File: config.mk
export PLATFORM = sky130hd
export DESIGN_NAME = hires_row_to_rgb_pixels
export DESIGN_NICKNAME = d
export VERILOG_FILES = /design/src/sv/hrgb_pkg.sv /design/src/sv/hrgb_front.sv /design/src/sv/hrgb_queue.sv /design/src/sv/hrgb_back.sv /design/src/sv/hires_row_to_rgb_pixels.sv
export SDC_FILE = /design/constraint.sdc
export NUM_CORES = 1
export LEC_CHECK = 0
export ABC_AREA = 1
export BUFFER_PORTS_ARGS = -buffer_cell sky130_fd_sc_hd__buf_4
export CAP_MARGIN = 10
export CORE_MARGIN = 2
export CORE_UTILIZATION = 47
export CTS_BUF_LIST = sky130_fd_sc_hd__clkbuf_8
export DETAILED_ROUTE_END_ITERATION = 12
export GPL_ROUTABILITY_DRIVEN = 0
export PLACE_DENSITY = 0.69
export SLEW_MARGIN = 20
export SYNTH_ARGS = -nofsm -noshare
export SYNTH_HDL_FRONTEND = slang
export SYNTH_HIERARCHICAL = 1
export SYNTH_SLANG_ARGS = --single-unit
File: constraint.sdc
create_clock -name clk -period 4.4 [get_ports clk]
set_clock_uncertainty 0.05 [all_clocks]
set_input_delay 0.88 -clock clk [delete_from_list [all_inputs] [get_ports clk]]
set_output_delay 0.88 -clock clk [all_outputs]
set_load 0.01 [all_outputs]
File: src/sv/hrgb_pkg.sv
// hrgb_pkg: shared types, constants and palette for the hi-res row color decoder
`timescale 1ns / 1ps
package hrgb_pkg;

	localparam int ROW_DOTS = 14;
	localparam int BYTE_DOTS = 7;
	localparam int QUEUE_DEPTH = 2;
	localparam logic [3:0] LAST_INDEX = 4'd13;

	typedef enum logic [2:0] {
		COL_BLACK,
		COL_WHITE,
		COL_BLUE,
		COL_ORANGE,
		COL_GREEN,
		COL_VIOLET
	} color_t;

	typedef struct packed {
		color_t [ROW_DOTS-1:0] px;
		logic                  fin;
	} row_t;

	typedef struct packed {
		logic full;
		logic empty;
	} q_stat_t;

	typedef struct packed {
		logic [7:0] r;
		logic [7:0] g;
		logic [7:0] b;
	} rgb_t;

	function automatic rgb_t color_rgb(input color_t c);
		rgb_t v;
		unique case (c)
			COL_BLACK:  v = '{r: 8'h00, g: 8'h00, b: 8'h00};
			COL_WHITE:  v = '{r: 8'hFF, g: 8'hFF, b: 8'hFF};
			COL_BLUE:   v = '{r: 8'h0D, g: 8'hA1, b: 8'hFF};
			COL_ORANGE: v = '{r: 8'hF2, g: 8'h5E, b: 8'h00};
			COL_GREEN:  v = '{r: 8'h38, g: 8'hCB, b: 8'h00};
			COL_VIOLET: v = '{r: 8'hC7, g: 8'h34, b: 8'hFF};
			default:    v = '{r: 8'h00, g: 8'h00, b: 8'h00};
		endcase
		return v;
	endfunction

endpackage

File: src/sv/hrgb_front.sv
// hrgb_front: takes a row request and classifies its fourteen dots into colors
`timescale 1ns / 1ps
module hrgb_front (
	input  logic              start,
	input  logic [7:0]        first_byte,
	input  logic [7:0]        second_byte,
	input  logic              final_row,
	input  hrgb_pkg::q_stat_t q_stat,
	output logic              busy,
	output logic              push,
	output hrgb_pkg::row_t    row
);

	logic [hrgb_pkg::ROW_DOTS+1:0] pad;
	logic [hrgb_pkg::ROW_DOTS-1:0] dots;

	assign dots = {second_byte[hrgb_pkg::BYTE_DOTS-1:0], first_byte[hrgb_pkg::BYTE_DOTS-1:0]};
	assign pad  = {1'b0, dots, 1'b0};
	assign busy = q_stat.full;
	assign push = start && !q_stat.full;

	always_comb begin
		logic l, m, r, pal;
		logic [1:0] pv;
		row.fin = final_row;
		for (int i = 0; i < hrgb_pkg::ROW_DOTS; i++) begin
			l   = pad[i];
			m   = pad[i+1];
			r   = pad[i+2];
			pal = (i < hrgb_pkg::BYTE_DOTS) ? first_byte[7] : second_byte[7];
			pv  = {dots[2*(i>>1)+1], dots[2*(i>>1)]};
			if (l == r && l != m) begin
				if (pv == 2'd1)
					row.px[i] = pal ? hrgb_pkg::COL_BLUE : hrgb_pkg::COL_VIOLET;
				else
					row.px[i] = pal ? hrgb_pkg::COL_ORANGE : hrgb_pkg::COL_GREEN;
			end else begin
				row.px[i] = m ? hrgb_pkg::COL_WHITE : hrgb_pkg::COL_BLACK;
			end
		end
	end

endmodule

File: src/sv/hrgb_queue.sv
// hrgb_queue: two-entry queue of classified rows between front and back
`timescale 1ns / 1ps
module hrgb_queue (
	input  logic              clk,
	input  logic              arst_n,
	input  logic              push,
	input  hrgb_pkg::row_t    wr_row,
	input  logic              pop,
	output hrgb_pkg::row_t    rd_row,
	output hrgb_pkg::q_stat_t q_stat
);

	localparam int PW = $clog2(hrgb_pkg::QUEUE_DEPTH);
	localparam int CW = $clog2(hrgb_pkg::QUEUE_DEPTH + 1);

	hrgb_pkg::row_t mem_q [hrgb_pkg::QUEUE_DEPTH];
	logic [PW-1:0]  wr_ptr_q, rd_ptr_q;
	logic [CW-1:0]  cnt_q;

	assign rd_row       = mem_q[rd_ptr_q];
	assign q_stat.full  = (cnt_q == CW'(hrgb_pkg::QUEUE_DEPTH));
	assign q_stat.empty = (cnt_q == '0);

	always_ff @(posedge clk or negedge arst_n) begin
		if (!arst_n) begin
			wr_ptr_q <= '0;
			rd_ptr_q <= '0;
			cnt_q    <= '0;
		end else begin
			if (push) begin
				wr_ptr_q <= (wr_ptr_q == PW'(hrgb_pkg::QUEUE_DEPTH - 1)) ? '0 : wr_ptr_q + 1'b1;
			end
			if (pop) begin
				rd_ptr_q <= (rd_ptr_q == PW'(hrgb_pkg::QUEUE_DEPTH - 1)) ? '0 : rd_ptr_q + 1'b1;
			end
			if (push && !pop)
				cnt_q <= cnt_q + 1'b1;
			else if (pop && !push)
				cnt_q <= cnt_q - 1'b1;
		end
	end

	always_ff @(posedge clk) begin
		if (push)
			mem_q[wr_ptr_q] <= wr_row;
	end

endmodule

File: src/sv/hrgb_back.sv
// hrgb_back: walks the head row pixel by pixel into registered rgb results
`timescale 1ns / 1ps
module hrgb_back (
	input  logic              clk,
	input  logic              arst_n,
	input  hrgb_pkg::row_t    rd_row,
	input  hrgb_pkg::q_stat_t q_stat,
	output logic              pop,
	output logic              valid,
	output logic [7:0]        red,
	output logic [7:0]        green,
	output logic [7:0]        blue,
	output logic [3:0]        pixel_index,
	output logic              last_pixel,
	output logic              end_of_data
);

	logic [3:0]   cnt_q;
	logic         go;
	logic         at_end;
	hrgb_pkg::rgb_t rgb;

	assign go     = !q_stat.empty;
	assign at_end = (cnt_q == hrgb_pkg::LAST_INDEX);
	assign pop    = go && at_end;
	assign rgb    = hrgb_pkg::color_rgb(rd_row.px[cnt_q]);

	always_ff @(posedge clk or negedge arst_n) begin
		if (!arst_n) begin
			cnt_q <= '0;
			valid <= 1'b0;
		end else begin
			valid <= go;
			if (go)
				cnt_q <= at_end ? '0 : cnt_q + 1'b1;
		end
	end

	always_ff @(posedge clk) begin
		if (go) begin
			red         <= rgb.r;
			green       <= rgb.g;
			blue        <= rgb.b;
			pixel_index <= cnt_q;
			last_pixel  <= at_end;
			end_of_data <= at_end && rd_row.fin;
		end
	end

endmodule

File: src/sv/hires_row_to_rgb_pixels.sv
// hires_row_to_rgb_pixels: top level of the hi-res row to rgb pixel decoder
//
//  channel  signals                                      handshake
//  request  first_byte, second_byte, final_row           start & !busy
//  result   red, green, blue, pixel_index, last_pixel,   valid, one cycle,
//           end_of_data                                  no back pressure
//
// one request yields 14 results on consecutive cycles, one per cycle from
// the back-end pixel counter; the row is written into the queue, and each
// result is registered in the back end; a two-row queue lets a new request
// enter while the previous row is emitted; busy is high while the queue holds
// two rows; reset empties the queue and clears valid
`timescale 1ns / 1ps
module hires_row_to_rgb_pixels (
	input  logic       clk,
	input  logic       arst_n,
	input  logic       start,
	output logic       busy,
	input  logic [7:0] first_byte,
	input  logic [7:0] second_byte,
	input  logic       final_row,
	output logic       valid,
	output logic [7:0] red,
	output logic [7:0] green,
	output logic [7:0] blue,
	output logic [3:0] pixel_index,
	output logic       last_pixel,
	output logic       end_of_data
);

	hrgb_pkg::q_stat_t q_stat;
	hrgb_pkg::row_t    wr_row, rd_row;
	logic              push, pop;

	hrgb_front u_front (
		.start       (start),
		.first_byte  (first_byte),
		.second_byte (second_byte),
		.final_row   (final_row),
		.q_stat      (q_stat),
		.busy        (busy),
		.push        (push),
		.row         (wr_row)
	);

	hrgb_queue u_queue (
		.clk    (clk),
		.arst_n (arst_n),
		.push   (push),
		.wr_row (wr_row),
		.pop    (pop),
		.rd_row (rd_row),
		.q_stat (q_stat)
	);

	hrgb_back u_back (
		.clk         (clk),
		.arst_n      (arst_n),
		.rd_row      (rd_row),
		.q_stat      (q_stat),
		.pop         (pop),
		.valid       (valid),
		.red         (red),
		.green       (green),
		.blue        (blue),
		.pixel_index (pixel_index),
		.last_pixel  (last_pixel),
		.end_of_data (end_of_data)
	);

	a_pix_seq: assert property (@(posedge clk) disable iff (!arst_n)
		valid && !last_pixel |=> valid && pixel_index == $past(pixel_index) + 4'd1)
		else $error("pixel sequence broken inside a row");

	a_last_idx: assert property (@(posedge clk) disable iff (!arst_n)
		valid |-> (last_pixel == (pixel_index == hrgb_pkg::LAST_INDEX)))
		else $error("last_pixel does not match pixel_index");

	a_eod: assert property (@(posedge clk) disable iff (!arst_n)
		valid && end_of_data |-> last_pixel)
		else $error("end_of_data away from last pixel");

	a_start_row: assert property (@(posedge clk) disable iff (!arst_n)
		valid && !$past(valid) |-> pixel_index == 4'd0)
		else $error("row emission began mid-row");

endmodule
==> flow_metrics.env, run 1 <==
export IMPL_rows=40
export IMPL_cts_root_buf="clkbuf_8"
export IMPL_fin_crit_sh_pct=60.9
export IMPL_fin_tns_setup_ns=0
export IMPL_path_buf_inv=3
export IMPL_antenna_left=0
export IMPL_cts_buffers=9
export IMPL_synth_area_mm2=0.00581
export IMPL_synth_area_leader_cell="edfxtp_1"
export IMPL_slowest_stage="dfrtp_2"
export IMPL_synth_top_cell_area_share_pct=49.6
export IMPL_drive_gt1_share_pct=24.3
export IMPL_hp_class="in2async"
export IMPL_hold_ws_ns=0.258
export IMPL_grt_pass1_wl_um=16700
export IMPL_ys_seq_area_share_pct=53.5
export IMPL_worst_pin_slew_ns=0.702
export IMPL_die_w_um=115
export IMPL_finalWorstSetupSlack_ns=1.72
export IMPL_hpwlAfterDp_um=7470
export IMPL_async_reset_ff_share_pct=8.57
export IMPL_synth_commonest_cells="nand2_1, edfxtp_1, inv_1, nor2_1, mux2_4"
export IMPL_postSynthAreaPerCell_um2=10.6
export IMPL_cts_tree="yes"
export IMPL_place_ws_ns=1.66
export IMPL_hold_buffers=0
export IMPL_synth_area_leaders="edfxtp_1, mux2_4, nand2_1"
export IMPL_overflow=0
export IMPL_firstDrtPassIters=4
export IMPL_syn_nets=590
export IMPL_dieHeight_um=115
export IMPL_synth_edf_count=96
export IMPL_r2r_slack_ns=1.72
export IMPL_synth_most_common_cell="nand2_1"
export IMPL_path_clk_slew_ns=0.10
export IMPL_p_leak_nw=2.88
export IMPL_avgViaCountPerCell=4.85
export IMPL_critPathRequiredTime_ns=4.48
export IMPL_antenna_cells=0
export IMPL_ir_drop_mv=0.218
export IMPL_cts_resized=0
export IMPL_cpPeakStageDelay_ns=0.73
export IMPL_core_area_mm2=0.0121
export IMPL_nets=624
export IMPL_dieArea_mm2=0.0133
export IMPL_ys_warn_count=6
export IMPL_start_util_pct=48.2
export IMPL_grt_pass1_vias=3537
export IMPL_route_detailed_drc=0
export IMPL_final_setup_viol_count=0
export IMPL_grt_antenna_before_repair=0
export IMPL_wl_per_cell_um=13.6
export IMPL_crit_top_cell="nand3_1"
export IMPL_finalWirelength_um=10300
export IMPL_grt_max_degree=44
export IMPL_synth_seq_cells=105
export IMPL_grtUsageTotal_pct=16.3
export IMPL_ys_types=32
export IMPL_cp_start_kind="flip-flop"
export IMPL_p_per_area_mw_per_mm2=617
export IMPL_drv_slew=0
export IMPL_htreeDepth=3
export IMPL_cts_sinks=105
export IMPL_fill_cells=1065
export IMPL_finalHoldViolations=0
export IMPL_port_buffers=51
export IMPL_postCtsSetupRepairBufs=0
export IMPL_total_power_mw=3.90
export IMPL_netlist_instances=549
export IMPL_routed_via_count=3666
export IMPL_synthFlopType="edfxtp_1"
export IMPL_path_cells="buf_4, mux2_2, inv_1, nand2_1, nand3_1, nand3_1, nand2_1, nand2_1, nand2_4, clkinv_1, nand3_1, nand3_1"
export IMPL_crit_type="reg2reg"
export IMPL_min_period_ns=2.68
export IMPL_first_iter_violations=208
export IMPL_max_freq_mhz=373
export IMPL_end_kind="flip-flop"
export IMPL_cts_buffer_depth=2
export IMPL_cp_max_fo=27
export IMPL_clock_latency_ns=0.37
export IMPL_crit_arrival_ns=2.76
export IMPL_drv_cap=0
export IMPL_rsz0062_at_grt="no"
export IMPL_run_status="completed"
export IMPL_design_portCount=52
export IMPL_crit_family="flip-flops"
export IMPL_maxSlewHeadroom_pct=53.1
export IMPL_syn_to_final_growth_pct=8.74
## flip-flops by register name, summed over array words and instances (netlist names)
signal              flops
u_queue/rd_ptr_q        1
u_back/valid            1
u_queue/mem_q          86
u_queue/wr_ptr_q        1
u_back/end_of_data      1
u_back/last_pixel       1
u_back/cnt_q            4
u_back/red              4
u_queue/cnt_q           2
u_back/pixel_index      4
## through the flow
step | util, % | cell area, um^2 | std cells
after detailed placement | 50.8 | 6130 | 740
final | 52.4 | 6320 | 756
after CTS | 52.4 | 6320 | 756
after global placement | 50.8 | 6130 | 740
after global routing | 52.4 | 6320 | 756
after floorplan | - | 5810 | 549
## final timing paths
path / endpoint / startpoint / depth (start not counted)
worst max-delay path: u_back/red[3] / u_queue/rd_ptr_q / 12
worst min-delay path: u_queue/cnt_q[0] / arst_n / 1
worst max register to register: u_back/red[3] / u_queue/rd_ptr_q / 12
worst min register to register: u_queue/cnt_q[1] / u_queue/cnt_q[1] / 2
max in group asynchronous: u_queue/rd_ptr_q / arst_n / 1
min in group clk: u_queue/cnt_q[1] / u_queue/cnt_q[1] / 2
## layout make-up
| type | instances | area [um^2] | share of cell area (%) |
|---|---|---|---|
| clock inverter | 7 | 68.8 | 1.09 |
| multi-input combinational | 344 | 2130 | 33.7 |
| sequential | 105 | 3110 | 49.2 |
| clock buffer | 9 | 124 | 1.96 |
| timing repair buffer | 55 | 413 | 6.53 |
| tap | 168 | 210 | 3.32 |
| inverter | 68 | 264 | 4.18 |
## cell usage in the layout (no fill, tap or decap), types with 2 or more instances in the layout
| cell | synthesis | layout |
|---|---|---|
| nor2_4 | 1 | 2 |
| inv_1 | 55 | 55 |
| nand2_2 | 5 | 5 |
| mux2_4 | 39 | 39 |
| o21ai_0 | 8 | 8 |
| ha_1 | 21 | 21 |
| xor2_1 | 2 | 2 |
| clkinv_1 | 2 | 3 |
| clkinv_2 | 1 | 3 |
| a21oi_1 | 8 | 8 |
| buf_4 | 22 | 55 |
| nand3_1 | 31 | 31 |
| mux2_2 | 4 | 4 |
| nor2_1 | 49 | 48 |
| clkbuf_8 | 0 | 9 |
| nand3_2 | 9 | 9 |
| inv_2 | 9 | 9 |
| dfrtp_1 | 9 | 8 |
| edfxtp_1 | 96 | 96 |
| o21ai_1 | 2 | 2 |
| xnor2_1 | 2 | 2 |
| nand2_1 | 156 | 156 |
## power by group
group / leakage [nW] / internal (mW) / switching [mW] / total [mW]
registers: 1.02 / 1.45 / 0.182 / 1.64
logic: 1.76 / 0.763 / 0.919 / 1.68
clock network: 0.0970 / 0.262 / 0.319 / 0.581
## per-layer routing
metal  vias to the layer above  routed length, um  global-route usage, %  share of wire (%)
met5                         -                  0                      0                  0
met4                         0                195                   5.54                1.9
met3                        13                459                   3.22                4.5
met2                        87               5080                   28.6                 49
met1                      1720               4560                   20.3                 44
li1                       1846                  -                      -                  -
## cells by family (layout without fill, tap and decap cells)
family,count (synthesis),after routing,synth area share (%)
buffers and inverters,100,139,9.98
DFF,105,105,53.5
AOI/OAI and AO/OA,19,19,1.68
muxes,43,43,10.8
and+or+nand+nor,257,257,18.9
adders and majority gates,21,21,4.52
xor gates and xnor gates,4,4,0.603
No activity file was read; power rests on OpenSTA's default activity.
==> run 2: changes to the inputs <==
Clock period 4.4 ns to 2.7 ns, I/O delays scaled along.
==> run 2 against run 1 <==
  * Sequential share of layout area decreased by 0.71 points
  * First-iteration DRC count decreased by 15%
  * Clock power increased by 74%
  * Worst setup slack got worse by 1.2 ns
  * Die area unchanged
  * Combinational power increased by 70%
  * Via count increased by 0.19%
  * Flip-flop and latch count unchanged
  * Cell area increased by 1.5%
  * Worst hold slack improved by 0.051 ns
  * Largest power group unchanged
==> flow_metrics.env, run 2 (synthesis gave the netlist of run 1 again) <==
export IMPL_run_status="completed"
export IMPL_rsz0062_at_grt="no"
export IMPL_max_freq_mhz=461
export IMPL_dr_wl_met3_um=364
export IMPL_cts_buffers=9
export IMPL_p_leak_nw=2.93
export IMPL_critPathRequiredTime_ns=2.77
export IMPL_first_iter_violations=177
export IMPL_layout_commonest_cell="nand2_1"
export IMPL_finalWirelength_um=10300
export IMPL_crit_arrival_ns=2.24
export IMPL_cp_max_fo=10
export IMPL_dieArea_mm2=0.0133
export IMPL_avgViaCountPerCell=4.84
export IMPL_firstDrtPassIters=5
export IMPL_path_cells="buf_4, mux2_4, or2_1, nand3_1, nand2_1, inv_1, nand2_1, nand2_2, inv_1, nand3_1, nand3_1"
export IMPL_largest_reg_flops=86
export IMPL_highest_layer="met4"
export IMPL_core_area_mm2=0.0121
export IMPL_htreeDepth=3
export IMPL_design_portCount=52
export IMPL_antenna_cells=0
export IMPL_mostFrequentLayoutCells="nand2_1, edfxtp_1, inv_1"
export IMPL_grtUsageTotal_pct=16.4
export IMPL_crit_top_cell="nand3_1"
export IMPL_postCtsSetupRepairBufs=0
export IMPL_final_setup_viol_count=0
export IMPL_wl_met1_um=4780
export IMPL_clock_latency_ns=0.37
export IMPL_path_clk_slew_ns=0.09
export IMPL_hp_start="final_row"
export IMPL_place_ws_ns=0.527
export IMPL_path_buf_inv=3
export IMPL_wl_met2_um=4890
export IMPL_drive_gt1_share_pct=24.4
export IMPL_crit_type="reg2reg"
export IMPL_start_util_pct=48.2
export IMPL_dieHeight_um=115
export IMPL_grt_pass1_wl_um=16700
export IMPL_cts_buffer_depth=2
export IMPL_hold_buffers=1
export IMPL_overflow=0
export IMPL_die_w_um=115
export IMPL_crit_family="simple AND/OR/NAND/NOR gates"
export IMPL_drv_slew=0
export IMPL_fin_tns_setup_ns=0
export IMPL_fin_crit_sh_pct=80.4
export IMPL_cts_tree="yes"
export IMPL_finalWorstSetupSlack_ns=0.529
export IMPL_min_period_ns=2.17
export IMPL_fill_cells=1059
export IMPL_nets=627
export IMPL_timing_rr_start="u_queue/rd_ptr_q"
export IMPL_grt_max_degree=44
export IMPL_antenna_left=0
export IMPL_wl_per_cell_um=13.5
export IMPL_grt_antenna_before_repair=0
export IMPL_grt_pass1_vias=3523
export IMPL_syn_to_final_growth_pct=10.3
export IMPL_end_kind="flip-flop"
export IMPL_p_per_area_mw_per_mm2=1020
export IMPL_top_register="u_queue/mem_q"
export IMPL_drv_cap=0
export IMPL_cts_resized=0
export IMPL_cts_sinks=105
export IMPL_cts_root_buf="clkbuf_8"
export IMPL_cp_start_kind="flip-flop"
export IMPL_cpPeakStageDelay_ns=0.57
export IMPL_hp_class="in2reg"
export IMPL_worst_pin_slew_ns=0.666
export IMPL_maxSlewHeadroom_pct=55.6
export IMPL_finalHoldViolations=0
export IMPL_crit_start="u_queue/rd_ptr_q"
export IMPL_routed_via_count=3673
export IMPL_hpwlAfterDp_um=7330
export IMPL_route_detailed_drc=0
export IMPL_rows=40
export IMPL_port_buffers=51
export IMPL_slowest_stage="dfrtp_2"
export IMPL_ir_drop_mv=0.350
==> run 2: changes by cell type in the layout (fill, tap and decap cells not counted) <==
| cell | delta |
|---|---|
| buf_12 | +4 |
| buf_4 | -2 |
| bufinv_16 | +1 |
| clkinvlp_4 | -1 |
| dlygate4sd3_1 | +1 |
| inv_1 | +1 |
| inv_6 | -1 |
==> run 2: routing by layer <==
| layer | vias to the layer above | GRT usage [%] |
|---|---|---|
| met5 | - | 0 |
| met4 | 0 | 7.07 |
| met3 | 18 | 2.58 |
| met2 | 85 | 27.7 |
| met1 | 1716 | 21.0 |
| li1 | 1854 | - |
==> run 2: layout make-up <==
cell class / instances / area (um^2) / area share (%)
flip-flops and latches: 105 / 3110 / 48.5
multi-input cells: 344 / 2130 / 33.3
repair buffers: 58 / 488 / 7.61
inverters: 68 / 264 / 4.12
well taps: 168 / 210 / 3.28
clock buffers: 9 / 124 / 1.93
clock inverters: 7 / 86.3 / 1.35
==> run 2: worst paths after layout <==
kind,end,slack [ns],cells after the start
worst max-delay path,u_back/red[3],0.53,11
worst min-delay path,u_queue/mem_q[1][0],0.31,1
worst max register to register,u_back/red[3],0.53,11
worst min register to register,u_queue/cnt_q[1],0.47,2
max in group asynchronous,u_queue/rd_ptr_q,1.97,2
min in group asynchronous,u_queue/cnt_q[0],0.48,2
==> run 2: where the power goes <==
| group | internal (mW) | switching [mW] | total [mW] |
|---|---|---|---|
| sequential | 2.37 | 0.274 | 2.64 |
| clock | 0.514 | 0.498 | 1.01 |
| combinational | 1.32 | 1.54 | 2.86 |
| total | 4.21 | 2.31 | 6.51 |
==> run 2: worst register-to-register path, cell delays in order, from the launching register on <==
cell	delay (ns)
dfrtp_2	0.57
buf_4	0.25
mux2_4	0.30
or2_1	0.20
nand3_1	0.07
nand2_1	0.05
inv_1	0.05
nand2_1	0.06
nand2_2	0.10
inv_1	0.07
nand3_1	0.08
nand3_1	0.08
==> run 2: through the flow <==
step	total power, mW	hold slack (ns)	instances	util (%)	area (um^2)
6_report	6.51	0.310	759	53.2	6410
5_1_grt	6.98	0.288	759	53.2	6410
4_1_cts	6.59	0.291	759	53.2	6410
3_5_place_dp	5.57	0.323	742	51.4	6190
3_3_place_gp	5.49	0.322	742	51.4	6190
2_1_floorplan	5.02	0.194	549	-	5820
==> run 3: changes to the inputs <==
Settings changed: PLACE_DENSITY 0.69 to 0.72.
Clock period 2.7 ns to 1.8 ns, I/O delays scaled along.
==> run 3 against run 2 <==
  * Sequential share of layout area down 1.3 points
  * Non-clock buffer count grew 19
  * Critical path type unchanged
  * The flow now finishes with violations (negative setup slack)
  * Flip-flop and latch count is the same
  * Via count grew 2.1%
  * Highest routed layer unchanged
  * Worst setup slack got worse by 0.72 ns
  * Final cell count is 2.5% higher
  * Maximum frequency rose by 9.1%
==> flow_metrics.env, run 3 (synthesis gave the netlist of run 1 again) <==
export IMPL_run_status="finished with violations"
export IMPL_violations="negative setup slack"
export IMPL_p_comb_share_pct=48.4
export IMPL_grt_pass1_vias=3712
export IMPL_port_buffers=51
export IMPL_dieHeight_um=115
export IMPL_core_area_mm2=0.0121
export IMPL_largest_reg_flops=86
export IMPL_antenna_cells=0
export IMPL_internal_power_mw=6.47
export IMPL_die_w_um=115
export IMPL_p_leak_nw=3.00
export IMPL_cts_sinks=105
export IMPL_fin_crit_sh_pct=110
export IMPL_fin_util_pct=54.7
export IMPL_top_register="u_queue/mem_q"
export IMPL_p_per_area_mw_per_mm2=1540
export IMPL_cts_tree="yes"
export IMPL_finalHoldViolations=0
export IMPL_cp_max_fo=12
export IMPL_max_freq_mhz=503
export IMPL_cp_start_kind="flip-flop"
export IMPL_avgViaCountPerCell=4.82
export IMPL_hp_class="in2reg"
export IMPL_drive_gt1_share_pct=29.3
export IMPL_design_portCount=52
export IMPL_htreeDepth=3
export IMPL_dieArea_mm2=0.0133
export IMPL_overflow=0
export IMPL_syn_to_final_growth_pct=13.4
export IMPL_end_kind="flip-flop"
export IMPL_route_detailed_drc=0
export IMPL_fin_tns_setup_ns=-0.570
export IMPL_final_setup_viol_count=4
export IMPL_hpwlAfterDp_um=7780
export IMPL_pwr_share_seq_pct=38.5
export IMPL_finalWorstSetupSlack_ns=-0.189
export IMPL_routed_via_count=3749
export IMPL_wl_per_cell_um=13.5
export IMPL_rsz0062_at_grt="yes"
export IMPL_fin_cells=778
export IMPL_total_power_mw=10.2
export IMPL_grt_max_degree=44
export IMPL_crit_type="reg2reg"
export IMPL_worst_pin_slew_ns=0.419
export IMPL_clock_latency_ns=0.37
export IMPL_drv_cap=0
export IMPL_hold_ws_ns=0.123
export IMPL_finalWirelength_um=10500
export IMPL_cts_buffer_depth=2
export IMPL_clockPowerShare_pct=13.1
export IMPL_ir_drop_mv=0.586
export IMPL_nets=646
export IMPL_dp_cells=759
export IMPL_grt_antenna_before_repair=0
export IMPL_p_sw_share_pct=36.4
export IMPL_maxSlewHeadroom_pct=72.1
export IMPL_start_util_pct=48.2
export IMPL_min_period_ns=1.99
export IMPL_grt_pass1_wl_um=17400
export IMPL_firstDrtPassIters=4
export IMPL_antenna_left=0
export IMPL_drv_slew=0
export IMPL_p_sw_mw=3.69
export IMPL_cts_root_buf="clkbuf_8"
export IMPL_fill_cells=1038
export IMPL_crit_arrival_ns=2.06
export IMPL_critPathRequiredTime_ns=1.87
export IMPL_rows=40
export IMPL_cts_buffers=9
export IMPL_grtUsageTotal_pct=16.8
export IMPL_first_iter_violations=223
export IMPL_path_clk_slew_ns=0.10
export IMPL_mostFrequentLayoutCells="nand2_1, edfxtp_1, buf_4"
export IMPL_layout_commonest_cell="nand2_1"
==> run 3: stage by stage <==
step	worst slack (ns)	instance area, um^2
after detailed placement	-0.216	6370
final	-0.189	6590
after global routing	-0.289	6590
after floorplan	-0.0693	5830
after global placement	-0.157	6370
after CTS	-0.196	6570
==> run 3: layout make-up <==
| class | instances | area (um^2) | share of cell area [%] |
|---|---|---|---|
| clock buffer | 9 | 124 | 1.88 |
| clock inverter | 7 | 55.1 | 0.835 |
| inverter | 68 | 268 | 4.06 |
| multi-input combinational | 344 | 2150 | 32.7 |
| sequential | 105 | 3110 | 47.2 |
| tap | 168 | 210 | 3.19 |
| timing repair buffer | 77 | 672 | 10.2 |
==> run 3: layer usage <==
layer	part of all wire (%)	GRT usage [%]	routed length [um]	vias to the layer above
met5	0	0	0	-
met4	2.4	7.39	249	0
met3	3.5	2.06	364	18
met2	50	29.5	5270	87
met1	44	20.8	4640	1750
li1	-	-	-	1894
==> run 3: power groups by stage <==
stage | Clock (mW) | Combinational [mW] | Sequential, mW
floorplan | 0 | 3.63 | 3.92
global placement | 0 | 4.75 | 3.91
detailed placement | 0 | 4.87 | 3.97
CTS | 1.38 | 4.91 | 3.92
global route | 1.45 | 5.42 | 3.99
finish | 1.33 | 4.92 | 3.91
==> run 3: critical path, cell delays in order, from the launching register on <==
cell,delay (ns)
dfrtp_2,0.48
buf_12,0.17
buf_4,0.13
mux2_4,0.28
nand2_1,0.06
nand2_1,0.05
nand2_1,0.05
nand2_1,0.05
nand2_1,0.05
nand2_1,0.07
nand2_2,0.08
inv_2,0.05
nand3_1,0.07
nand3_1,0.09
==> run 3: what timing repair did <==
item,in CTS,in global routing
hold buffers,1,0
buffers inserted,0,2
endpoints found under the setup margin,4,5
hold endpoints to repair,9,0
resized for setup,3,6
==> run 3: path summary, 6_finish.rpt <==
kind / from / end / slack [ns] / cells after the start
max: u_queue/rd_ptr_q / u_back/red[3] / -0.19 / 13
min: final_row / u_queue/mem_q[1][0] / 0.12 / 1
min reg2reg: u_back/cnt_q[2] / u_back/pixel_index[2] / 0.49 / 0
max reg2reg: u_queue/rd_ptr_q / u_back/red[3] / -0.19 / 13
max in group asynchronous: arst_n / u_queue/rd_ptr_q / 1.25 / 2
min in group asynchronous: arst_n / u_queue/cnt_q[0] / 0.30 / 2
